[src/hw/rtl/sbs_pkg.sv]
// ----------------------------------------------------------------------------
// sbs_pkg
// Types, character constants and classification helpers for the sentence
// boundary splitter.
// ----------------------------------------------------------------------------
package sbs_pkg;

    localparam logic [7:0] CH_DOT    = 8'h2E;
    localparam logic [7:0] CH_BANG   = 8'h21;
    localparam logic [7:0] CH_QUERY  = 8'h3F;
    localparam logic [7:0] CH_RPAREN = 8'h29;
    localparam logic [7:0] CH_LPAREN = 8'h28;
    localparam logic [7:0] CH_SPACE  = 8'h20;
    localparam logic [7:0] CH_NL     = 8'h0A;
    localparam logic [7:0] CH_UPPER_A = 8'h41;
    localparam logic [7:0] CH_UPPER_Z = 8'h5A;
    localparam logic [7:0] CH_LOWER_A = 8'h61;
    localparam logic [7:0] CH_LOWER_Z = 8'h7A;

    // One queued job: bytes to judge (oldest in entry 0), how many of them
    // are judged, and whether the job closes a paragraph.
    typedef struct packed {
        logic [3:0][7:0] data;
        logic [2:0]      nj;
        logic            is_end;
    } sbs_job_t;

    typedef enum logic [2:0] {
        PH_JUDGE = 3'b001,
        PH_NL    = 3'b010,
        PH_END   = 3'b100
    } sbs_phase_t;

    function automatic logic is_upper(input logic [7:0] c);
        return (c >= CH_UPPER_A) && (c <= CH_UPPER_Z);
    endfunction

    function automatic logic is_letter(input logic [7:0] c);
        return is_upper(c) || ((c >= CH_LOWER_A) && (c <= CH_LOWER_Z));
    endfunction

    function automatic logic is_mark(input logic [7:0] c);
        return (c == CH_DOT) || (c == CH_BANG) || (c == CH_QUERY);
    endfunction

endpackage

[src/hw/rtl/sentence_boundary_splitter.sv]
// A byte that completes a job goes into the queue, then into the job register of an
// idle back end, and its first result shows from the output register.
// Throughput: one input byte per cycle while the job queue has room; the back end gives
// one result per cycle unless out_ready holds it; each judged byte, break and closing
// newline takes a step, and a paragraph end judges up to four bytes.
// Reset: rst_n empties the window and the queue, clears the sentence state and out_valid.
// ----------------------------------------------------------------------------
// sentence_boundary_splitter
// Re-emits paragraph text with a newline after each sentence end and each paragraph end.
// ----------------------------------------------------------------------------
module sentence_boundary_splitter
    import sbs_pkg::*;
#(
    parameter int QUEUE_DEPTH = 4
)
(
    input  logic       clk,
    input  logic       rst_n,
    input  logic       in_valid,
    output logic       in_ready,
    input  logic [7:0] ch,
    input  logic       para_end,
    input  logic       empty_para,
    output logic       out_valid,
    input  logic       out_ready,
    output logic [7:0] out_char,
    output logic       last_of_run
);

    logic     q_full;
    logic     push;
    sbs_job_t push_job;
    logic     pop;
    logic     q_valid;
    sbs_job_t head;

    sbs_front u_front
    (
        .clk        (clk),
        .rst_n      (rst_n),
        .in_valid   (in_valid),
        .in_ready   (in_ready),
        .ch         (ch),
        .para_end   (para_end),
        .empty_para (empty_para),
        .q_full     (q_full),
        .push       (push),
        .push_job   (push_job)
    );

    sbs_fifo #(
        .DEPTH (QUEUE_DEPTH)
    ) u_fifo
    (
        .clk      (clk),
        .rst_n    (rst_n),
        .push     (push),
        .push_job (push_job),
        .full     (q_full),
        .pop      (pop),
        .q_valid  (q_valid),
        .head     (head)
    );

    sbs_back u_back
    (
        .clk         (clk),
        .rst_n       (rst_n),
        .q_valid     (q_valid),
        .head        (head),
        .pop         (pop),
        .out_valid   (out_valid),
        .out_ready   (out_ready),
        .out_char    (out_char),
        .last_of_run (last_of_run)
    );

endmodule

[src/hw/rtl/sbs_front.sv]
// ----------------------------------------------------------------------------
// sbs_front
// Accepts text bytes, keeps the three-byte lookahead window and turns each
// byte that needs an answer into a job for the back end.
// ----------------------------------------------------------------------------
module sbs_front
    import sbs_pkg::*;
(
    input  logic       clk,
    input  logic       rst_n,
    input  logic       in_valid,
    output logic       in_ready,
    input  logic [7:0] ch,
    input  logic       para_end,
    input  logic       empty_para,
    input  logic       q_full,
    output logic       push,
    output sbs_job_t   push_job
);

    logic [7:0] win_reg  [3];
    logic [7:0] win_next [3];
    logic [1:0] fill_reg;
    logic [1:0] fill_next;
    logic       accept;
    logic       mid;

    assign in_ready = !q_full;
    assign accept   = in_valid && in_ready;
    assign mid      = !empty_para && !para_end;

    always_comb
    begin
        win_next  = win_reg;
        fill_next = fill_reg;
        push      = 1'b0;
        push_job  = '0;
        if (accept)
        begin
            if (mid)
            begin
                if (fill_reg != 2'd3)
                begin
                    win_next[fill_reg] = ch;
                    fill_next          = fill_reg + 2'd1;
                end
                else
                begin
                    // Full window: the oldest byte is judged with three bytes ahead.
                    push             = 1'b1;
                    push_job.data[0] = win_reg[0];
                    push_job.data[1] = win_reg[1];
                    push_job.data[2] = win_reg[2];
                    push_job.data[3] = ch;
                    push_job.nj      = 3'd1;
                    push_job.is_end  = 1'b0;
                    win_next[0]      = win_reg[1];
                    win_next[1]      = win_reg[2];
                    win_next[2]      = ch;
                end
            end
            else
            begin
                push = 1'b1;
                for (int j = 0; j < 3; j++)
                begin
                    push_job.data[j] = (3'(j) < {1'b0, fill_reg}) ? win_reg[j] : ch;
                end
                push_job.data[3] = ch;
                push_job.nj      = {1'b0, fill_reg} + {2'b00, !empty_para};
                push_job.is_end  = 1'b1;
                fill_next        = 2'd0;
            end
        end
    end

    always_ff @(posedge clk or negedge rst_n)
    begin
        if (!rst_n)
        begin
            fill_reg <= 2'd0;
        end
        else
        begin
            fill_reg <= fill_next;
        end
    end

    always_ff @(posedge clk)
    begin
        win_reg <= win_next;
    end

endmodule

[src/hw/rtl/sbs_fifo.sv]
// ----------------------------------------------------------------------------
// sbs_fifo
// Short job queue between the front and the back end.
// ----------------------------------------------------------------------------
module sbs_fifo
    import sbs_pkg::*;
#(
    parameter int DEPTH = 4
)
(
    input  logic     clk,
    input  logic     rst_n,
    input  logic     push,
    input  sbs_job_t push_job,
    output logic     full,
    input  logic     pop,
    output logic     q_valid,
    output sbs_job_t head
);

    localparam int AW = (DEPTH > 1) ? $clog2(DEPTH) : 1;
    localparam int CW = $clog2(DEPTH + 1);

    sbs_job_t        mem [DEPTH];
    logic [AW-1:0]   wr_ptr_reg;
    logic [AW-1:0]   rd_ptr_reg;
    logic [CW-1:0]   count_reg;
    logic            do_push;
    logic            do_pop;

    assign full    = (count_reg == CW'(DEPTH));
    assign q_valid = (count_reg != '0);
    assign head    = mem[rd_ptr_reg];
    assign do_push = push && !full;
    assign do_pop  = pop && q_valid;

    always_ff @(posedge clk or negedge rst_n)
    begin
        if (!rst_n)
        begin
            wr_ptr_reg <= '0;
            rd_ptr_reg <= '0;
            count_reg  <= '0;
        end
        else
        begin
            if (do_push)
            begin
                wr_ptr_reg <= (wr_ptr_reg == AW'(DEPTH - 1)) ? '0 : wr_ptr_reg + 1'b1;
            end
            if (do_pop)
            begin
                rd_ptr_reg <= (rd_ptr_reg == AW'(DEPTH - 1)) ? '0 : rd_ptr_reg + 1'b1;
            end
            if (do_push && !do_pop)
            begin
                count_reg <= count_reg + 1'b1;
            end
            else if (do_pop && !do_push)
            begin
                count_reg <= count_reg - 1'b1;
            end
        end
    end

    always_ff @(posedge clk)
    begin
        if (do_push)
        begin
            mem[wr_ptr_reg] <= push_job;
        end
    end

endmodule

[src/hw/rtl/sbs_back.sv]
// ----------------------------------------------------------------------------
// sbs_back
// Takes jobs from the queue, judges one byte per step against the sentence
// rules and drives the registered output channel, one result per cycle unless out_ready holds it.
// ----------------------------------------------------------------------------
module sbs_back
    import sbs_pkg::*;
(
    input  logic       clk,
    input  logic       rst_n,
    input  logic       q_valid,
    input  sbs_job_t   head,
    output logic       pop,
    output logic       out_valid,
    input  logic       out_ready,
    output logic [7:0] out_char,
    output logic       last_of_run
);

    sbs_job_t   job_reg, job_next;
    logic       job_valid_reg, job_valid_next;
    logic [2:0] rem_reg, rem_next;
    sbs_phase_t phase_reg, phase_next;
    logic [7:0] prev_reg, prev_next;
    logic [7:0] prev2_reg, prev2_next;
    logic       nan_reg, nan_next;
    logic       wfl_reg, wfl_next;
    logic       ocs_reg, ocs_next;
    logic       out_valid_reg, out_valid_next;
    logic [7:0] out_char_reg, out_char_next;
    logic       last_reg, last_next;

    logic [7:0] c, p, n1, la1, la2;
    logic [1:0] k;
    logic       advance;
    logic       skip, brk, set_nan;
    logic       wfl_t, ocs_t;
    logic       j_emit_char, j_emit_nl, j_nan, j_wfl;
    logic       emit;
    logic [7:0] emit_char;
    logic       emit_last;
    logic       byte_done, job_done;

    assign c   = job_reg.data[0];
    assign la1 = job_reg.data[2];
    assign la2 = job_reg.data[3];
    assign p   = prev_reg;
    // Bytes ahead run out towards the paragraph end.
    assign k   = job_reg.is_end ? 2'(rem_reg - 3'd1) : 2'd3;
    assign n1  = (k != 2'd0) ? job_reg.data[1] : 8'd0;

    assign advance = job_valid_reg && (!out_valid_reg || out_ready);

    // Rule evaluation for the byte at the head of the current job.
    always_comb
    begin
        skip  = 1'b0;
        wfl_t = wfl_reg;
        ocs_t = ocs_reg;
        if (wfl_reg)
        begin
            if (is_letter(c))
            begin
                wfl_t = 1'b0;
                ocs_t = 1'b0;
            end
            else if ((c == CH_LPAREN) && !ocs_reg)
            begin
                wfl_t = 1'b0;
            end
            else
            begin
                if (c != CH_SPACE)
                begin
                    ocs_t = 1'b1;
                end
                skip = 1'b1;
            end
        end

        brk     = 1'b0;
        set_nan = 1'b0;
        if (is_mark(c))
        begin
            priority if (is_letter(p) && (k != 2'd0) && (n1 == CH_SPACE)
                         && (prev2_reg != CH_DOT))
            begin
                brk = 1'b1;
            end
            else if (p == CH_RPAREN)
            begin
                brk = 1'b1;
            end
            else if ((k != 2'd0) && (n1 == CH_RPAREN))
            begin
                // The break moves behind the closing bracket.
                if (k == 2'd1)
                begin
                    set_nan = 1'b1;
                end
                else if ((la1 == CH_SPACE) && ((k == 2'd2) || is_upper(la2)))
                begin
                    set_nan = 1'b1;
                end
            end
            else if (k == 2'd0)
            begin
                brk = 1'b1;
            end
            else if ((p == CH_SPACE) && (n1 == CH_SPACE))
            begin
                brk = (k >= 2'd2) && is_upper(la1);
            end
            else if ((p == CH_DOT) && (n1 == CH_SPACE))
            begin
                brk = 1'b1;
            end
        end
        else
        begin
            brk = (k == 2'd0);
        end

        if (nan_reg)
        begin
            j_emit_char = 1'b1;
            j_emit_nl   = 1'b1;
            j_nan       = 1'b0;
            j_wfl       = 1'b1;
        end
        else
        begin
            j_emit_char = !skip;
            j_emit_nl   = !skip && brk;
            j_nan       = !skip && set_nan;
            j_wfl       = (!skip && brk) ? 1'b1 : wfl_t;
        end
    end

    always_comb
    begin
        job_next       = job_reg;
        job_valid_next = job_valid_reg;
        rem_next       = rem_reg;
        phase_next     = phase_reg;
        prev_next      = prev_reg;
        prev2_next     = prev2_reg;
        nan_next       = nan_reg;
        wfl_next       = wfl_reg;
        ocs_next       = ocs_reg;
        emit           = 1'b0;
        emit_char      = c;
        emit_last      = 1'b0;
        byte_done      = 1'b0;
        job_done       = 1'b0;

        if (advance)
        begin
            unique case (phase_reg)
                PH_JUDGE:
                begin
                    nan_next   = j_nan;
                    wfl_next   = j_wfl;
                    ocs_next   = nan_reg ? ocs_reg : ocs_t;
                    prev2_next = prev_reg;
                    prev_next  = c;
                    emit       = j_emit_char;
                    emit_char  = c;
                    emit_last  = !job_reg.is_end && !j_emit_nl;
                    if (j_emit_nl)
                    begin
                        phase_next = PH_NL;
                    end
                    else
                    begin
                        byte_done = 1'b1;
                    end
                end
                PH_NL:
                begin
                    emit      = 1'b1;
                    emit_char = CH_NL;
                    emit_last = !job_reg.is_end;
                    byte_done = 1'b1;
                end
                PH_END:
                begin
                    emit       = 1'b1;
                    emit_char  = CH_NL;
                    emit_last  = 1'b1;
                    job_done   = 1'b1;
                    prev_next  = 8'd0;
                    prev2_next = 8'd0;
                    nan_next   = 1'b0;
                    wfl_next   = 1'b0;
                    ocs_next   = 1'b0;
                end
                default:
                begin
                    phase_next = PH_JUDGE;
                end
            endcase
        end

        if (byte_done)
        begin
            job_next.data = {8'd0, job_reg.data[3:1]};
            rem_next      = rem_reg - 3'd1;
            if (rem_reg == 3'd1)
            begin
                if (job_reg.is_end)
                begin
                    phase_next = PH_END;
                end
                else
                begin
                    job_done = 1'b1;
                end
            end
            else
            begin
                phase_next = PH_JUDGE;
            end
        end

        pop = q_valid && (!job_valid_reg || job_done);
        if (pop)
        begin
            job_next       = head;
            job_valid_next = 1'b1;
            rem_next       = head.nj;
            phase_next     = (head.is_end && (head.nj == 3'd0)) ? PH_END : PH_JUDGE;
        end
        else if (job_done)
        begin
            job_valid_next = 1'b0;
        end
    end

    always_comb
    begin
        out_valid_next = out_valid_reg;
        out_char_next  = out_char_reg;
        last_next      = last_reg;
        if (emit)
        begin
            out_valid_next = 1'b1;
            out_char_next  = emit_char;
            last_next      = emit_last;
        end
        else if (out_ready)
        begin
            out_valid_next = 1'b0;
        end
    end

    assign out_valid   = out_valid_reg;
    assign out_char    = out_char_reg;
    assign last_of_run = last_reg;

    always_ff @(posedge clk or negedge rst_n)
    begin
        if (!rst_n)
        begin
            job_valid_reg <= 1'b0;
            rem_reg       <= 3'd0;
            phase_reg     <= PH_JUDGE;
            prev_reg      <= 8'd0;
            prev2_reg     <= 8'd0;
            nan_reg       <= 1'b0;
            wfl_reg       <= 1'b0;
            ocs_reg       <= 1'b0;
            out_valid_reg <= 1'b0;
        end
        else
        begin
            job_valid_reg <= job_valid_next;
            rem_reg       <= rem_next;
            phase_reg     <= phase_next;
            prev_reg      <= prev_next;
            prev2_reg     <= prev2_next;
            nan_reg       <= nan_next;
            wfl_reg       <= wfl_next;
            ocs_reg       <= ocs_next;
            out_valid_reg <= out_valid_next;
        end
    end

    always_ff @(posedge clk)
    begin
        job_reg      <= job_next;
        out_char_reg <= out_char_next;
        last_reg     <= last_next;
    end

endmodule

[config.mk]
export PLATFORM = sky130hd
export DESIGN_NAME = sentence_boundary_splitter
export DESIGN_NICKNAME = d
export VERILOG_FILES = /design/src/hw/rtl/sbs_pkg.sv /design/src/hw/rtl/sentence_boundary_splitter.sv /design/src/hw/rtl/sbs_front.sv /design/src/hw/rtl/sbs_fifo.sv /design/src/hw/rtl/sbs_back.sv
export SDC_FILE = /design/constraint.sdc
export NUM_CORES = 1
export LEC_CHECK = 0
export ABC_AREA = 1
export BUFFER_PORTS_ARGS = -buffer_cell sky130_fd_sc_hd__buf_2
export CAP_MARGIN = 20
export CORE_MARGIN = 4
export CORE_UTILIZATION = 41
export CTS_BUF_LIST = sky130_fd_sc_hd__clkbuf_8
export CTS_CLUSTER_DIAMETER = 200
export DETAILED_ROUTE_END_ITERATION = 7
export SLEW_MARGIN = 20
export SYNTH_ARGS = -nofsm -noshare
export SYNTH_HDL_FRONTEND = slang
export SYNTH_HIERARCHICAL = 1
export SYNTH_SLANG_ARGS = --single-unit
[constraint.sdc]
create_clock -name clk -period 3.9 [get_ports clk]
set_input_delay 0.585 -clock clk [delete_from_list [all_inputs] [get_ports clk]]
set_output_delay 0.585 -clock clk [all_outputs]
set_load 0.01 [all_outputs]
# Yosys cells after proc, flatten, opt, wreduce, memory -nomap -nowiden
# Memories as Yosys holds them, arrays and structs flattened.
# Index checks and enable logic that the tools add are counted.
dict set report word_totals {
  ff_bits 105
  ramBits 144
  in_bits 14
  out_inout_bits 11
  word_cells 221
  memories 1
}
dict set report op_classes {
  n_addsub 7
  magnitude_cmp 18
  n_eq_ne 27
  mux 83
  n_bitwise 1
  n_reduce_logical 60
}
# memory depth word_bits rd rd_ports_with_merged_regs write_ports line_no
set mem_list {}
lappend mem_list {u_fifo.mem 4 36 1 0 1 sbs_fifo.sv:24} ;# sbs_job_t mem [DEPTH];
# op count
set ops {}
lappend ops {{two-way mux 36 bit} 4}
lappend ops {{equality test 8 x 6 -> 1 bit (second input constant)} 10}
lappend ops {{two-way mux 8 bit} 7}
lappend ops {{>= comparator 8 x 7 -> 1 bit (second input constant)} 6}
lappend ops {{less-or-equal comparator 8 x 7 -> 1 bit (second input constant)} 6}
lappend ops {{two-way mux 1 bit} 43}
lappend ops {{two-way mux 3 bit} 11}
lappend ops {{two-way mux 32 bit} 1}
lappend ops {{case mux 8 bit (2 select lines)} 2}
lappend ops {{logical AND 1 bit} 28}
lappend ops {{bitwise mux 24 bit} 1}
lappend ops {{two-way mux 24 bit} 1}
lappend ops {{demux 8 bit (select 2 bit)} 1}
lappend ops {{inequality test 8 x 6 -> 1 bit (second input constant)} 2}
lappend ops {{nonzero test 2 bit} 6}
lappend ops {{logical NOT 1 bit} 11}
lappend ops {{two-way mux 2 bit} 5}
lappend ops {{case mux 1 bit (2 select lines)} 5}
lappend ops {{logical OR 1 bit} 7}
lappend ops {{adder 2 x 1 -> 2 bit (second input constant)} 3}
lappend ops {{equality test 2 bit (second input constant)} 3}
lappend ops {{equality test 3 x 1 -> 1 bit (second input constant)} 2}
lappend ops {{equality test 3 bit (second input constant)} 2}
lappend ops {{inequality test 2 bit (second input constant)} 3}
lappend ops {{22 further kinds} 26}

# Depth between registers and ports, before layout
# Gate-level depths: netlist (run 1).
dict set report logic_depth {
  depth_word 25
  ltp_mapped 28
  depth_no_buf 27
}

# Hierarchy
# The synthesis (run 1) kept the hierarchy.
# mod n_inst cells_each area_per_inst_um2 seq_area_each_um2
set by_module_without_submodules {}
lappend by_module_without_submodules {sbs_fifo 1 479 6198.4 4499.3}
lappend by_module_without_submodules {sbs_back 1 406 3519.6 1938.1}
lappend by_module_without_submodules {sbs_front 1 277 1964.4 770.7}

# Least setup slack after synthesis (run 1)
# OpenSTA, ideal clock, no wires.
dict set report synth_timing {
  path_kind {reg2reg}
  startpoint {reg u_fifo.count_reg[0]}
  endpoint {mem u_fifo/mem[0][0] (netlist name), enable pin}
  t_arrival_ns 2.711
  required_ns 3.471
  path_slack_ns 0.760
  path_stages_with_launch 9
  path_buffers 0
  cell_sequence {dfrtp_1 -> inv_1 -> nand3_1 -> inv_1 -> nor2_4 -> o21ai_2 -> inv_1 -> nand2_1 -> nor2_1}
}
dict set report synth_between {
  elab_chain_len 7
}
# element line_no
set synth_lines {}
lappend synth_lines {{start: declaration} sbs_fifo.sv:27} ;# logic [CW-1:0] count_reg;
lappend synth_lines {{start signal: assignment} sbs_fifo.sv:57} ;# count_reg <= count_reg + 1'b1;
lappend synth_lines {{start signal: assignment} sbs_fifo.sv:61} ;# count_reg <= count_reg - 1'b1;
lappend synth_lines {{equality test 3 bit} sbs_fifo.sv:31} ;# assign full = (count_reg == CW'(DEPTH));
lappend synth_lines {{via q_full} sentence_boundary_splitter.sv:30} ;# logic q_full;
lappend synth_lines {{logical NOT 1 bit} sbs_front.sv:28} ;# assign in_ready = !q_full;
lappend synth_lines {{logical AND 1 bit} sbs_front.sv:29} ;# assign accept = in_valid && in_ready;
lappend synth_lines {{two-way mux 1 bit} sbs_front.sv:38} ;# if (accept)
lappend synth_lines {{via push} sentence_boundary_splitter.sv:31} ;# logic push;
lappend synth_lines {{logical AND 1 bit} sbs_fifo.sv:34} ;# assign do_push = push && !full;
lappend synth_lines {{two-way mux 1 bit} sbs_fifo.sv:68} ;# if (do_push)
lappend synth_lines {{two-way mux 1 bit (not written as such)} sbs_fifo.sv:70} ;# mem[wr_ptr_reg] <= push_job;
lappend synth_lines {{end: declaration} sbs_fifo.sv:24}
# The timed path passes the listed nets, and every way through them passes these cells.

# Worst setup path after layout (run 1)
dict set report layout_timing {
  startpoint {reg u_back.rem_reg[0]}
  endpoint {reg u_fifo.count_reg[1]}
}
dict set report layout_between {
  elab_chain_len 25
  elab_cells_between_ends 38
  classes_between {add/sub (1); order compare (1); eq/ne (3); mux (16); reduce/logical (17)}
}
# element line_no
set layout_lines {}
lappend layout_lines {{start: declaration} sbs_back.sv:22} ;# logic [2:0] rem_reg, rem_next;
lappend layout_lines {{start signal: assignment} sbs_back.sv:278} ;# rem_reg <= rem_next;
lappend layout_lines {{subtractor 3 x 1 -> 3 bit} --}
lappend layout_lines {{two-way mux 2 bit} sbs_back.sv:49} ;# assign k = job_reg.is_end ? 2'(rem_reg - 3'd1) : 2'd3;
lappend layout_lines {{nonzero test 2 bit} {sbs_back.sv:50, sbs_back.sv:85, sbs_back.sv:94}}
lappend layout_lines {{two-way mux 8 bit} sbs_back.sv:50} ;# assign n1 = (k != 2'd0) ? job_reg.data[1] : 8'd0;
lappend layout_lines {{equality test 8 x 6 -> 1 bit} {sbs_back.sv:85, sbs_back.sv:110, sbs_back.sv:114}}
lappend layout_lines {{logical AND 1 bit} sbs_back.sv:114} ;# else if ((p == CH_DOT) && (n1 == CH_SPACE))
lappend layout_lines {{two-way mux 1 bit} sbs_back.sv:114}
lappend layout_lines {{two-way mux 1 bit} sbs_back.sv:110} ;# else if ((p == CH_SPACE) && (n1 == CH_SPACE))
lappend layout_lines {{[... 10 more ...]} --}
lappend layout_lines {{two-way mux 1 bit (*)} sbs_back.sv:205} ;# if (byte_done)
lappend layout_lines {{logical OR 1 bit (*)} sbs_back.sv:226} ;# pop = q_valid && (!job_valid_reg || job_done);
lappend layout_lines {{logical AND 1 bit (*)} sbs_back.sv:226}
lappend layout_lines {{via pop} sentence_boundary_splitter.sv:33} ;# logic pop;
lappend layout_lines {{logical AND 1 bit (*)} sbs_fifo.sv:35} ;# assign do_pop = pop && q_valid;
lappend layout_lines {{logical NOT 1 bit} sbs_fifo.sv:55} ;# if (do_push && !do_pop)
lappend layout_lines {{logical AND 1 bit} sbs_fifo.sv:55}
lappend layout_lines {{two-way mux 3 bit or nonzero test 2 bit (tied branches)} --}
# The timed path passes the listed nets; every way through them passes the cells marked *.
# A chain may end at the register's enable or synchronous reset.

==> flow_summary.yaml, run 1 <==
status:
  outcome: "finished, final reports clean"
worst_hold_path:
  hold_path_class: "primary input to async pin"
sta:
  maxSlewHeadroom_pct: 34.18
  setup_violations: 0
  tightest_slew_ps: 987.3
  post-route-period-util_pct: 88.23
  final-hold-violation-count: 0
  drv_slew: 0
  fin_skew_ps: 25.88
  tns_ps: 0
  hold_ws_ps: 187.7
  finalCriticalPeriod_ps: 3441
  clock.fmax_mhz: 290.6
  rsz0062_at_grt: "false"
grt:
  antenna_found_initial: 0
  grt_util_all_layers_pct: 16.00
  grt_pass1_vias: 7594
  grt-ovfl-total: 0
  grt_max_degree: 99
  grt_pass1_wl_um: 39880
synthesis:
  syn-num-nets: 1192
  synth-seq-cells: 246
  synthSimpleGateAreaFrac_pct: 19.44
  yosysWarnings: 6
  yosysUniqueCellTypes: 43
  synthMuxAreaShare_pct: 0
  syn_area_sq_mm: 0.01168
  synth-seq-area-share_pct: 61.70
  synth_compound_area_share_pct: 7.947
  synth_top_family_by_area: "simple AND/OR/NAND/NOR gates"
  synth_fa_ha_area_share_pct: 1.778
  syn_avg_cell_area_sq_um: 10.05
  syn_inst: 1162
  synthXorXnorAreaFrac_pct: 0.1499
setup_path:
  endpoint_kind: "flop"
  r2r_cells: 24
  cp.required_ps: 4320
  crit_type: "flop to flop"
  cp-startpoint: "u_back/rem_reg[0]"
  arrival_ps: 3860
  start_kind: "flop"
  worstPathMaxFanout: 30
  rr_startpoint: "u_back/rem_reg[0]"
power_and_ir_drop:
  combPwrFrac_pct: 33.9
  internal_power_uw: 6020
  irDropWorstVdd_mv: 0.4389
  switching_power_uw: 3756
  swShare_pct: 38.42
  p_seq_share_pct: 43.6
  p_leak_uw: 0.005591
  p_per_area_mw_per_mm2: 757.4
  power_frac_clock_pct: 22.5
  power_uw: 9777
routing:
  vias: 7904
  viasPerCell: 4.912
  ant_nets: 0
  wl_um: 24980
  drc: 0
  drt-initial-drc-count: 585
  firstDrtPassIters: 5
  wl_per_cell_um: 15.52
finish:
  syn2layout_area_growth_pct: 10.50
  final_common_cell: "nand2_1"
  diodes: 0
  largest_reg_flops: 144
  fin_util_pct: 46.21
  fin_nets: 1229
  stdcell_area_sq_mm: 0.01291
  drive_above_1_share_pct: 11.21
  final_cell_mix: "nand2_1 (374), edfxtp_1 (210), inv_1 (184), o211ai_1 (74), nor2_1 (52)"
floorplan:
  core_area_sq_mm: 0.02793
  dieArea_sq_mm: 0.03126
  rows: 61
  die_w_um: 176.8
  initial_core_util_pct: 41.82
  io_pins: 25
  die_h_um: 176.8
clock_network:
  numCtsBuffers: 42
  hold_buffers: 0
  clk_pin_slew_ps: 60
  cts_tree: "yes"
  htreeDepth: 2
  ctsLongestPathBuffers: 3
  root_buffer: "clkbuf_8"
  clkSinkCount: 246
  clock_latency_ps: 560
flow_run:
  drv_cap: 0
placed_design:
  place_area_sq_mm: 0.01209
  dp_hpwl_um: 15710
  gp_congestion: 0.8462
  port_buffers: 24
-- repair_timing --
item                                    CTS  global route
endpoints found under the setup margin    0             1
resized for setup                         0             2
setup buffers                             0             0
-- metrics by stage --
step	setup slack [ps]	cells
floorplan	759.7	1162
global placement	548.5	1532
detailed placement	379.1	1532
CTS	383.8	1608
global route	7.693	1609
finish	459.2	1609
-- power groups by stage --
stage / Combinational, uW / Sequential, uW / Clock, uW
5_1_grt: 3780 / 4340 / 2390
3_5_place_dp: 3310 / 4310 / 0
2_1_floorplan: 2620 / 4150 / 0
3_3_place_gp: 3270 / 4290 / 0
6_report: 3320 / 4260 / 2200
4_1_cts: 3330 / 4260 / 2280
-- layout make-up --
class | instances | area (sq um)
fillers | 2705 | 15030
flip-flops and latches | 246 | 7212
multi-input cells | 692 | 3466
inverters | 179 | 684.4
clock buffers | 43 | 591.8
well taps | 378 | 473.0
repair buffers | 38 | 275.3
clock inverters | 33 | 206.4
-- synth_stat cells, drive strengths merged --
| cell | n | area [sq um] |
|---|---|---|
| o22ai | 16 | 100.1 |
| or2 | 2 | 12.52 |
| dfstp | 1 | 26.28 |
| buf | 43 | 359.1 |
| inv | 179 | 679.4 |
| nand2 | 391 | 1534 |
| a21oi | 8 | 40.04 |
| nor3 | 11 | 55.05 |
| nand3 | 35 | 190.2 |
| nor2 | 61 | 270.3 |
| clkbuf | 3 | 11.26 |
| edfxtp | 210 | 6306 |
| nor4 | 3 | 18.77 |
| nor4b | 1 | 8.760 |
| o21a | 1 | 7.510 |
| nand4 | 23 | 143.9 |
| nand3b | 4 | 30.03 |
| o211ai | 74 | 555.5 |
| xnor2 | 1 | 8.760 |
| xor2 | 1 | 8.760 |
| o21ai | 38 | 197.7 |
| fa | 1 | 20.02 |
| a22oi | 1 | 7.510 |
| nor3b | 1 | 7.510 |
| a31oi | 2 | 12.51 |
| dfrtp | 35 | 875.8 |
| a21boi | 1 | 7.510 |
| ha | 15 | 187.7 |
-- cell families (layout without fill, tap and decap cells) --
group / Yosys count / after routing
AO/OA/AOI/OAI: 141 / 141
AND/OR/NAND/NOR: 532 / 533
flip-flops: 246 / 246
XOR/XNOR: 2 / 2
adder cells (fa/ha/maj): 16 / 16
buffers and inverters: 225 / 293
-- critical path, cell delays in order, from the launching register on --
cell	delay [ps]
dfrtp_1	440
inv_1	90
ha_1	310
nand2_2	80
inv_2	70
nand2_2	60
nand2_1	100
nor2_1	50
nand2_1	50
nand2_1	50
nor2_2	110
nand2_2	70
nand3_2	80
nand3_2	80
nand2_2	90
nand3_2	80
nand2_4	140
nand2_8	160
inv_12	200
nand2_1	110
ha_1	240
inv_1	90
fa_1	420
nand2_1	70
o21ai_0	70
-- per-layer routing --
metal / global-route usage, % / vias up / wire length [um]
li1: - / 3943 / -
met1: 21.69 / 3755 / 11560
met2: 26.84 / 165 / 11880
met3: 2.841 / 41 / 1098
met4: 4.126 / 0 / 433
met5: 0 / - / 0
-- path summary, 6_finish.rpt --
check | to | slack [ps]
max in group asynchronous | u_fifo/rd_ptr_reg[0] | 3020
min reg2reg | u_back/prev2_reg[1] | 490
max reg2reg | u_fifo/count_reg[1] | 460
min in group clk | u_back/out_valid | 250
max | u_fifo/count_reg[1] | 460
min | u_fifo/wr_ptr_reg[0] | 190
Note: power is estimated with default switching activity, not from simulation.
==> inputs of run 2 (changes only) <==
Settings changed: SYNTH_HIERARCHICAL 1 to not set.
==> run 2 against run 1 <==
  * Combinational power is 8.1% lower
  * Clock skew shrank 4.3 ps
  * Synthesized cell count fell by 15%
  * Maximum frequency increased by 7.4%
  * Sequential power down 4%
  * Final area down 5.5%
  * Routed wire length fell by 3.0%
  * Sequential share of layout area rose by 3.2 points
  * Critical path type unchanged
==> flow_summary.yaml, run 2 <==
sta:
  fin_skew_ps: 21.63
  setup_violations: 0
  post-route-period-util_pct: 82.13
  final-hold-violation-count: 0
  finalCriticalPeriod_ps: 3203
  tns_ps: 0
  hold_ws_ps: 166.5
  tightest_slew_ps: 962.8
  clock.fmax_mhz: 312.2
  rsz0062_at_grt: "false"
  maxSlewHeadroom_pct: 35.81
  drv_slew: 0
synthesis:
  netlist.area_leader.share_pct: 58.04
  synth_top_family_by_area: "simple AND/OR/NAND/NOR gates"
  synth-seq-cells: 246
  synth_area_leader_cell: "edfxtp_1"
  synthArstFlopShare_pct: 14.63
  synth_fa_ha_area_share_pct: 1.912
  synth_ff_type: "edfxtp_1"
  synthSimpleGateAreaFrac_pct: 15.91
  syn_area_sq_mm: 0.01087
  synth_edf_count: 210
  synthXorXnorAreaFrac_pct: 0.3224
  syn-num-nets: 1012
  yosysWarnings: 0
  syn_inst: 982
  synth-seq-area-share_pct: 66.34
  synth_compound_area_share_pct: 10.95
  synth_common_cells: "nand2_1 (246), edfxtp_1 (210), nor2_1 (83)"
  synthMuxAreaShare_pct: 0.1036
  synth.area.top_cells: "edfxtp_1 (58%), nand2_1 (8.5%), dfrtp_1 (8.1%)"
  yosysUniqueCellTypes: 39
  yosysMostFrequentCell: "nand2_1"
  syn_avg_cell_area_sq_um: 11.06
setup_path:
  arrival_ps: 3440
  start_kind: "flop"
  worstPathMaxFanout: 68
  endpoint_kind: "flop"
  cp.required_ps: 4140
  crit_type: "flop to flop"
floorplan:
  dieArea_sq_mm: 0.02917
  rows: 59
  core_area_sq_mm: 0.02606
  io_pins: 25
  die_w_um: 170.8
  die_h_um: 170.8
  initial_core_util_pct: 41.70
finish:
  drive_above_1_share_pct: 11.57
  final_common_cell: "nand2_1"
  final_cell_mix: "nand2_1 (246), edfxtp_1 (210), inv_1 (86), nor2_1 (79), o21ai_0 (74)"
  diodes: 0
  fin_nets: 1051
  largest_reg_flops: 144
  syn2layout_area_growth_pct: 12.30
  fillCellCount: 2400
power_and_ir_drop:
  power_uw: 9357
  p_leak_uw: 0.004714
  p_per_area_mw_per_mm2: 766.8
  irDropWorstVdd_mv: 0.4371
worst_hold_path:
  hold_path_class: "primary input to async pin"
grt:
  grt_pass1_wl_um: 38210
  grt_pass1_vias: 7007
  grt_util_all_layers_pct: 16.71
  grt_max_degree: 76
  grt-ovfl-total: 0
  antenna_found_initial: 0
routing:
  drt-initial-drc-count: 655
  viasPerCell: 5.294
  drc: 0
  wl_per_cell_um: 17.44
  vias: 7353
  wl_um: 24230
  ant_nets: 0
  firstDrtPassIters: 5
placed_design:
  port_buffers: 24
  dp_hpwl_um: 15470
  gp_congestion: 0.8248
clock_network:
  htreeDepth: 2
  root_buffer: "clkbuf_8"
  hold_buffers: 0
  numCtsBuffers: 42
  clk_pin_slew_ps: 60
  ctsLongestPathBuffers: 3
  cts_tree: "yes"
  cts_resized: 0
  post_cts_buffers: 0
  clkSinkCount: 246
  clock_latency_ps: 540
flow_run:
  drv_cap: 0
status:
  outcome: "finished, final reports clean"
-- run 2: changes by cell type after synthesis, moves of 9 or more --
cell / delta
buf_2: -13
inv_1: -94
buf_4: -9
o211ai_1: -73
nand4_1: -11
o22ai_1: +14
nand2_1: -128
nand2_2: -12
nor2_1: +27
buf_6: -16
a32o_1: +28
o21ai_0: +43
clkbuf_1: +32
a21oi_1: +44
-- run 2: per-stage QoR --
stage | cells | worst slack (ps) | instance area (sq um) | utilization, %
floorplan | 982 | 648.2 | 10870 | -
global placement | 1312 | 768.9 | 11400 | 43.76
detailed placement | 1312 | 712.4 | 11400 | 43.76
CTS | 1389 | 691.3 | 12200 | 46.82
global route | 1389 | 373.8 | 12200 | 46.82
finish | 1389 | 696.8 | 12200 | 46.82
-- run 2: worst max-delay path, stage by stage (launching register included) --
cell	delay (ps)
dfrtp_1	390
inv_1	80
ha_1	320
inv_1	90
nor2_2	50
nor3_1	240
nand2_1	80
nand2_1	70
nor2_2	40
nand2_1	100
nand3_2	70
nand3_2	90
nand2_2	70
nand3_2	80
nand2_4	70
nand2_4	60
buf_4	580
nand2_1	100
buf_4	290
-- run 2: power breakdown --
part	internal, uW	switching, uW	leakage, uW	total (uW)
combinational	930	2120	0.00185	3050
clock	1170	1040	0.000445	2200
sequential	3790	308	0.00242	4100
total	5890	3460	0.00471	9360
-- run 2: cells by family (layout without fill, tap and decap cells) --
family	count (synthesis)	in the layout
AOI/OAI and AO/OA	195	195
adders and majority gates	16	16
and+or+nand+nor	397	397
DFF	246	246
buffers and inverters	123	195
muxes	1	1
xor gates and xnor gates	4	4
-- run 2: area by class of cell --
| type | instances | area [sq um] | share of cell area (%) |
|---|---|---|---|
| well taps | 335 | 419.2 | 3.435 |
| clock buffers | 43 | 591.8 | 4.850 |
| inverters | 81 | 305.3 | 2.502 |
| flip-flops and latches | 246 | 7209 | 59.09 |
| multi-input cells | 613 | 3203 | 26.25 |
| repair buffers | 37 | 267.8 | 2.194 |
| clock inverters | 34 | 205.2 | 1.682 |
-- run 2: routing by layer --
metal  track usage, %  routed length [um]
met1            23.34               10850
met2            27.24               11500
met3            2.934                1399
met4            4.479                 484
met5                0                   0
-- run 2: worst paths after layout --
| check | depth (start not counted) | end | startpoint | slack, ps |
|---|---|---|---|---|
| hold reg to reg | 2 | u_back.prev2_reg[2] | u_back.prev2_reg[2] | 480 |
| min in group clk | 2 | u_back.out_valid | out_ready | 250 |
| hold / removal | 1 | u_back.prev2_reg[6] | rst_n | 170 |
| setup / recovery | 18 | u_back.la2[4] | u_back.rem_reg[0] | 700 |
| setup reg to reg | 18 | u_back.la2[4] | u_back.rem_reg[0] | 700 |
| max in group asynchronous | 1 | u_fifo.rd_ptr_reg[0] | rst_n | 3090 |
